==> config.mk <==
export PLATFORM = sky130hd
export DESIGN_NAME = first_substring_match_finder
export DESIGN_NICKNAME = d
export VERILOG_FILES = /design/src/rtl/fsmf_pkg.sv /design/src/rtl/fsmf_pattern.sv /design/src/rtl/fsmf_window.sv /design/src/rtl/first_substring_match_finder.sv
export SDC_FILE = /design/constraint.sdc
export NUM_CORES = 1
export LEC_CHECK = 0
export ABC_CLOCK_PERIOD_IN_PS = 4300
export BUFFER_PORTS_ARGS = -buffer_cell sky130_fd_sc_hd__buf_2
export CAP_MARGIN = 5
export CORE_AREA = 5 5 190 192
export CTS_CLUSTER_DIAMETER = 50
export CTS_CLUSTER_SIZE = 16
export DETAILED_ROUTE_END_ITERATION = 12
export DIE_AREA = 0 0 195 197
export SLEW_MARGIN = 20
export SYNTH_ARGS = -nofsm -noshare
export SYNTH_HDL_FRONTEND = slang
export SYNTH_SLANG_ARGS = --single-unit
==> constraint.sdc <==
create_clock -name i_clk -period 4.3 [get_ports i_clk]
set_clock_uncertainty 0.1 [all_clocks]
set_input_delay 0.645 -clock i_clk [delete_from_list [all_inputs] [get_ports i_clk]]
set_output_delay 0.645 -clock i_clk [all_outputs]
set_load 0.005 [all_outputs]
==> src/rtl/fsmf_pkg.sv <==
`timescale 1ns / 1ps
// ----------------------------------------------------------------------------
// fsmf_pkg
// Shared types and constants for the first substring match finder.
// ----------------------------------------------------------------------------
package fsmf_pkg;

    localparam int MAX_PATTERN_DEF   = 16;
    localparam int POSITION_BITS_DEF = 16;
    localparam int MATCH_INDEX_W     = 17;

    typedef enum logic [1:0] {
        MODE_CLEAR  = 2'd0,
        MODE_APPEND = 2'd1,
        MODE_TEXT   = 2'd2,
        MODE_END    = 2'd3
    } t_mode;

    // per-request control strobes
    typedef struct packed {
        logic clr_pat;
        logic clr_text;
        logic push_pat;
        logic push_text;
    } t_ctl;

endpackage

==> src/rtl/fsmf_pattern.sv <==
`timescale 1ns / 1ps
// ----------------------------------------------------------------------------
// fsmf_pattern
// Pattern store, held newest byte first, with length and overflow flag.
// ----------------------------------------------------------------------------
module fsmf_pattern
    import fsmf_pkg::*;
#(
    parameter int MAX_PATTERN = MAX_PATTERN_DEF,
    parameter int LEN_W       = $clog2(MAX_PATTERN + 1)
) (
    input  logic             i_clk,
    input  logic             i_rst_n,
    input  t_ctl             i_ctl,
    input  logic [7:0]       i_byte,
    output logic [7:0]       o_pat [MAX_PATTERN],
    output logic [LEN_W-1:0] o_len,
    output logic             o_overflow
);

    logic [7:0]       r_pat [MAX_PATTERN];
    logic [LEN_W-1:0] r_len;
    logic             r_overflow;
    logic             full;

    assign full = (r_len == LEN_W'(MAX_PATTERN));

    // reversed store: r_pat[i] holds pattern byte len-1-i
    always_ff @(posedge i_clk) begin
        if (!i_rst_n || i_ctl.clr_pat) begin
            r_len      <= '0;
            r_overflow <= 1'b0;
            for (int i = 0; i < MAX_PATTERN; i++) begin
                r_pat[i] <= '0;
            end
        end else if (i_ctl.push_pat) begin
            if (full) begin
                r_overflow <= 1'b1;
            end else begin
                r_len    <= r_len + 1'b1;
                r_pat[0] <= i_byte;
                for (int i = 1; i < MAX_PATTERN; i++) begin
                    r_pat[i] <= r_pat[i-1];
                end
            end
        end
    end

    assign o_pat      = r_pat;
    assign o_len      = r_len;
    assign o_overflow = r_overflow;

endmodule

==> src/rtl/fsmf_window.sv <==
`timescale 1ns / 1ps
// ----------------------------------------------------------------------------
// fsmf_window
// Text window shift register and parallel compare against the pattern.
// ----------------------------------------------------------------------------
module fsmf_window
    import fsmf_pkg::*;
#(
    parameter int MAX_PATTERN = MAX_PATTERN_DEF,
    parameter int LEN_W       = $clog2(MAX_PATTERN + 1)
) (
    input  logic             i_clk,
    input  logic             i_rst_n,
    input  t_ctl             i_ctl,
    input  logic [7:0]       i_byte,
    input  logic [7:0]       i_pat [MAX_PATTERN],
    input  logic [LEN_W-1:0] i_len,
    output logic             o_hit
);

    logic [7:0]             r_win [MAX_PATTERN];
    logic [7:0]             n_win [MAX_PATTERN];
    logic [MAX_PATTERN-1:0] lane_ok;

    // window as it stands after the incoming text byte
    always_comb begin
        n_win[0] = i_byte;
        for (int i = 1; i < MAX_PATTERN; i++) begin
            n_win[i] = r_win[i-1];
        end
    end

    always_comb begin
        for (int i = 0; i < MAX_PATTERN; i++) begin
            lane_ok[i] = (n_win[i] == i_pat[i]) || (LEN_W'(i) >= i_len);
        end
    end

    assign o_hit = (&lane_ok) && (i_len != '0);

    always_ff @(posedge i_clk) begin
        if (!i_rst_n || i_ctl.clr_text) begin
            for (int i = 0; i < MAX_PATTERN; i++) begin
                r_win[i] <= '0;
            end
        end else if (i_ctl.push_text) begin
            r_win <= n_win;
        end
    end

endmodule

==> src/rtl/first_substring_match_finder.sv <==
`timescale 1ns / 1ps
// ----------------------------------------------------------------------------
// first_substring_match_finder
// Streaming first-occurrence search of a pattern in a byte stream.
// An end-of-text request shows its result in the cycle after it is accepted.
// Throughput: one request per cycle while the input is ready; the window compare is a single pass.
// Input stays ready while the result register is empty or being drained.
// Reset (synchronous, active low) empties the pattern and the text state.
// ----------------------------------------------------------------------------
module first_substring_match_finder
    import fsmf_pkg::*;
#(
    parameter int MAX_PATTERN   = MAX_PATTERN_DEF,
    parameter int POSITION_BITS = POSITION_BITS_DEF
) (
    input  logic                            i_clk,
    input  logic                            i_rst_n,
    input  logic                            i_in_valid,
    output logic                            o_in_ready,
    input  logic [1:0]                      i_mode,
    input  logic [7:0]                      i_data_byte,
    output logic                            o_out_valid,
    input  logic                            i_out_ready,
    output logic signed [MATCH_INDEX_W-1:0] o_match_index,
    output logic                            o_pattern_too_long
);

    localparam int LEN_W = $clog2(MAX_PATTERN + 1);
    localparam int POS_W = POSITION_BITS + 1;

    t_ctl                     ctl;
    t_mode                    mode;
    logic                     accept;
    logic [7:0]               pat [MAX_PATTERN];
    logic [LEN_W-1:0]         pat_len;
    logic                     pat_ovf;
    logic                     hit;

    logic [POS_W-1:0]         r_pos;
    logic                     r_seen;
    logic [POSITION_BITS-1:0] r_first;
    logic [POS_W-1:0]         pos_next;
    logic                     latch;

    logic                     r_out_valid;
    logic [MATCH_INDEX_W-1:0] r_idx;
    logic                     r_too_long;
    logic [MATCH_INDEX_W-1:0] n_idx;

    assign o_in_ready = !r_out_valid || i_out_ready;
    assign accept     = i_in_valid && o_in_ready;
    assign mode       = t_mode'(i_mode);

    always_comb begin
        ctl.clr_pat   = accept && (mode == MODE_CLEAR);
        ctl.clr_text  = accept && (mode == MODE_CLEAR || mode == MODE_END);
        ctl.push_pat  = accept && (mode == MODE_APPEND);
        ctl.push_text = accept && (mode == MODE_TEXT);
    end

    fsmf_pattern #(
        .MAX_PATTERN (MAX_PATTERN),
        .LEN_W       (LEN_W)
    ) u_pattern (
        .i_clk      (i_clk),
        .i_rst_n    (i_rst_n),
        .i_ctl      (ctl),
        .i_byte     (i_data_byte),
        .o_pat      (pat),
        .o_len      (pat_len),
        .o_overflow (pat_ovf)
    );

    fsmf_window #(
        .MAX_PATTERN (MAX_PATTERN),
        .LEN_W       (LEN_W)
    ) u_window (
        .i_clk   (i_clk),
        .i_rst_n (i_rst_n),
        .i_ctl   (ctl),
        .i_byte  (i_data_byte),
        .i_pat   (pat),
        .i_len   (pat_len),
        .o_hit   (hit)
    );

    // position saturates at 2^POSITION_BITS, i.e. when the top bit is set
    assign pos_next = r_pos + 1'b1;
    assign latch    = !r_pos[POS_W-1] && !r_seen && !pat_ovf && (pat_len != '0)
                      && (pos_next >= POS_W'(pat_len)) && hit;

    always_ff @(posedge i_clk) begin
        if (!i_rst_n || ctl.clr_text) begin
            r_pos   <= '0;
            r_seen  <= 1'b0;
            r_first <= '0;
        end else if (ctl.push_text && !r_pos[POS_W-1]) begin
            r_pos <= pos_next;
            if (latch) begin
                r_seen  <= 1'b1;
                r_first <= POSITION_BITS'(pos_next - POS_W'(pat_len));
            end
        end
    end

    always_comb begin
        if (pat_len == '0 && !pat_ovf) begin
            n_idx = '0;
        end else if (!pat_ovf && r_seen) begin
            n_idx = MATCH_INDEX_W'(r_first);
        end else begin
            n_idx = '1;
        end
    end

    always_ff @(posedge i_clk) begin
        if (!i_rst_n) begin
            r_out_valid <= 1'b0;
        end else if (accept && mode == MODE_END) begin
            r_out_valid <= 1'b1;
        end else if (i_out_ready) begin
            r_out_valid <= 1'b0;
        end
    end

    always_ff @(posedge i_clk) begin
        if (accept && mode == MODE_END) begin
            r_idx      <= n_idx;
            r_too_long <= pat_ovf;
        end
    end

    assign o_out_valid        = r_out_valid;
    assign o_match_index      = signed'(r_idx);
    assign o_pattern_too_long = r_too_long;

endmodule

==> reports/summary.txt <==
number of global-route vias before repair = 10510
synth cell count leaders = nand2_1 (572), dfxtp_1 (289), a21oi_1 (267)
PD cells = 386.9 nW/um^2
WP buf/inv = 0
DIE WIDTH = 195 um
Crit. End Element = flop
RD Place Congestion = 0.8744
DIE AREA = 38420 um^2
Detailed Route WL = 32.70 mm
critical path startpoint = r_pos[0]$_SDFFE_PP0P_
Post-CTS Hold Buffers = 0
FFs w/ async S/R, synth = 0%
Max-Cap Viols = 0
global route overflow = 0
Comb power frac = 4.1%
IO Port Bufs = 33
internal power = 4.424 mW
FF+latch count, synth = 307
htree depth = 1
Tmin final = 3.354 ns
sequential area share after synthesis = 46.73%
Seq pwr share = 49.4%
area of the mapped netlist = 13540 um^2
CP arrival = 3.70 ns
P_leak = 5.772 nW
core area = 34200 um^2
maximum vdd drop = 0.0003193 V
sw power = 1.419 mW
type of origin of the critical path = flop
Total Routing Usage GR = 16.52%
First-pass DRT Iterations = 6
area added between synthesis and finish = 11.58%
Hold WC Path Type = in2reg
yosys warns = 0
ant diodes = 0
main flop type after synthesis = dfxtp_1
most common cell in the netlist = nand2_1
CTS sink count = 307
critical path, cell by cell = ha_1 > nand3_2 > xnor2_1 > ha_1 > nand2_1 > nor4_1 > a31oi_2 > a311oi_4 > nand2_4 > mux2_1
worst-path maximum fanout = 13
RR Startpoint = r_pos[0]$_SDFFE_PP0P_
Max clock buf depth = 3
PostCTS Resize Cnt = 0
largest net degree at the start of global routing = 89
Syn Area/Cell = 8.072 um^2
# placed instances = 2076
status = complete, no violations
Slew @ Worst Pin = 1.016 ns
Avg WL per Cell = 15.34 um
Yosys top cell by area = dfxtp_1
net count after synthesis = 1705
CTS tree = done
unrepaired setup endpoints after global routing = false
min-delay src = i_data_byte[4]
fmax = 0.2981 GHz
Yosys top cell area share = 42.74%
switching portion of total power = 24.29%
critical path class = reg2reg
max incr delay on CP = 0.47 ns
Fin Setup TNS = 0 ns
number of DRC markers in iteration 0 = 791
cell with the most instances on the worst path = ha_1
worst-skew pair later-pin latency = 0.58 ns
Cells after Synth = 1677
final std cells w/o fill = 2132
CP max-delay cell = dfxtp_1
CP top delay family = simple AND/OR/NAND/NOR gates
first-pass GRT wire length = 53.96 mm
Clock transition at path regs = 0.07 ns
Period Utilization, post-route = 78.00%
Die Y-Extent = 197 um
post-synth cell types = 77
number of synthesized flops with an enable pin = 18
Hold Vio Cnt, Final = 0
starting density of the core = 39.58%
Slew Viols, Final = 0
root buffer cell = clkbuf_16
Top Ports = 34
setup bufs post-CTS = 0
Critical Path RT = 4.65 ns
drt drc = 0
Antenna Nets Post-Route = 0
Clock power frac = 46.4%
setup violators final = 0
Fillers = 3497
DP HPWL = 21.12 mm
via-per-instance ratio = 5.182
Cell Rows = 68
top cells by area, synth = dfxtp_1 (43%), nand2_1 (16%), a21oi_1 (9.9%)
DR vias = 11050
initial antenna violation count = 0
layout cells sized above 1 = 7.990%
CTS Buf Count = 31
Final nets = 1682
Slew headroom = 31.39%
==> per-stage QoR <==
| step | hold slack, ns | area [um^2] | setup slack (ns) | total power, mW | util (%) |
|---|---|---|---|---|---|
| global placement | 0.3480 | 14070 | 1.073 | 3.199 | 41.13 |
| global route | 0.2287 | 15100 | 0.7474 | 6.064 | 44.16 |
| CTS | 0.2072 | 15100 | 0.9582 | 5.921 | 44.16 |
| finish | 0.2361 | 15100 | 0.9458 | 5.844 | 44.16 |
| floorplan | 0.3383 | 13540 | 1.450 | 3.109 | - |
| detailed placement | 0.3553 | 14070 | 0.9732 | 3.199 | 41.13 |
==> logic make-up after synthesis <==
| family | Yosys count | share of synthesized area (%) |
|---|---|---|
| DFF | 307 | 46.73 |
| AOI/OAI and AO/OA | 341 | 14.32 |
| xor gates and xnor gates | 163 | 10.55 |
| adders and majority gates | 14 | 1.350 |
| and+or+nand+nor | 725 | 22.79 |
| buffers and inverters | 118 | 3.586 |
| muxes | 9 | 0.6748 |
==> cell type report <==
cell class	instances	area [um^2]	area share (%)
clock buffers	32	779.5	5.161
repair buffers	49	347.8	2.303
flip-flops and latches	307	6326	41.88
well taps	455	569.3	3.769
clock inverters	24	259.0	1.715
multi-input cells	1252	6774	44.85
inverters	13	48.80	0.3231
==> registers in the layout, summed over array words and instances (netlist names) <==
signal / cells
u_pattern.o_overflow: 1
u_pattern.o_pat: 128
u_window.n_win: 120
r_pos: 17
u_pattern.o_len: 5
r_first: 16
r_seen: 1
o_match_index: 17
o_pattern_too_long: 1
o_out_valid: 1
==> tightest hold or removal path, delay by kind of cell <==
family,cells,cell delay (ns)
AOI/OAI and AO/OA,1,0.05
buffers and inverters,1,0.12
and+or+nand+nor,1,0.05
==> placed cells by master, fill, tap and decap left out, types with 3 or more instances in the layout <==
cell type	instances
and4_1	3
edfxtp_1	18
ha_1	13
clkinv_4	5
buf_2	33
nand2_1	570
buf_4	11
nand4_1	14
clkinv_2	4
nand3_1	13
a22oi_1	7
and2_1	3
nand3_2	3
a31oi_1	5
o21ai_1	5
and3_4	3
a21oi_1	267
mux2i_1	8
xnor2_1	23
inv_6	4
inv_8	4
buf_12	5
or3_1	4
o21a_1	5
and3_1	6
xor2_1	140
clkbuf_16	31
nor4_1	39
inv_1	13
nor2_1	37
dfxtp_1	289
o211ai_1	10
nor3_1	6
o21ai_0	10
nand2_4	3
==> final timing paths <==
| path | endpoint | slack (ns) | depth (start not counted) |
|---|---|---|---|
| max reg2reg | r_first[13]$_SDFFE_PP0P_ | 0.95 | 10 |
| min reg2reg | u_window.n_win[6]$_SDFFE_PP0P_ | 0.37 | 2 |
| min | u_pattern.o_pat[124]$_SDFFE_PP0P_ | 0.24 | 3 |
| max | r_first[13]$_SDFFE_PP0P_ | 0.95 | 10 |
==> power by group through the flow <==
stage | registers (mW) | logic [mW] | clock network [mW]
2_1_floorplan | 2.95 | 0.155 | 0
3_3_place_gp | 2.95 | 0.245 | 0
3_5_place_dp | 2.95 | 0.244 | 0
4_1_cts | 2.89 | 0.245 | 2.79
5_1_grt | 2.89 | 0.266 | 2.91
6_report | 2.89 | 0.242 | 2.71
==> layer usage <==
layer | global-route usage (%) | vias to the layer above | routed length, um
met5 | 0 | - | 0
li1 | - | 5558 | -
met4 | 4.319 | 0 | 736
met3 | 2.632 | 51 | 1573
met2 | 28.07 | 229 | 15350
met1 | 22.06 | 5211 | 15040
Note: power is estimated with default switching activity, not from simulation.
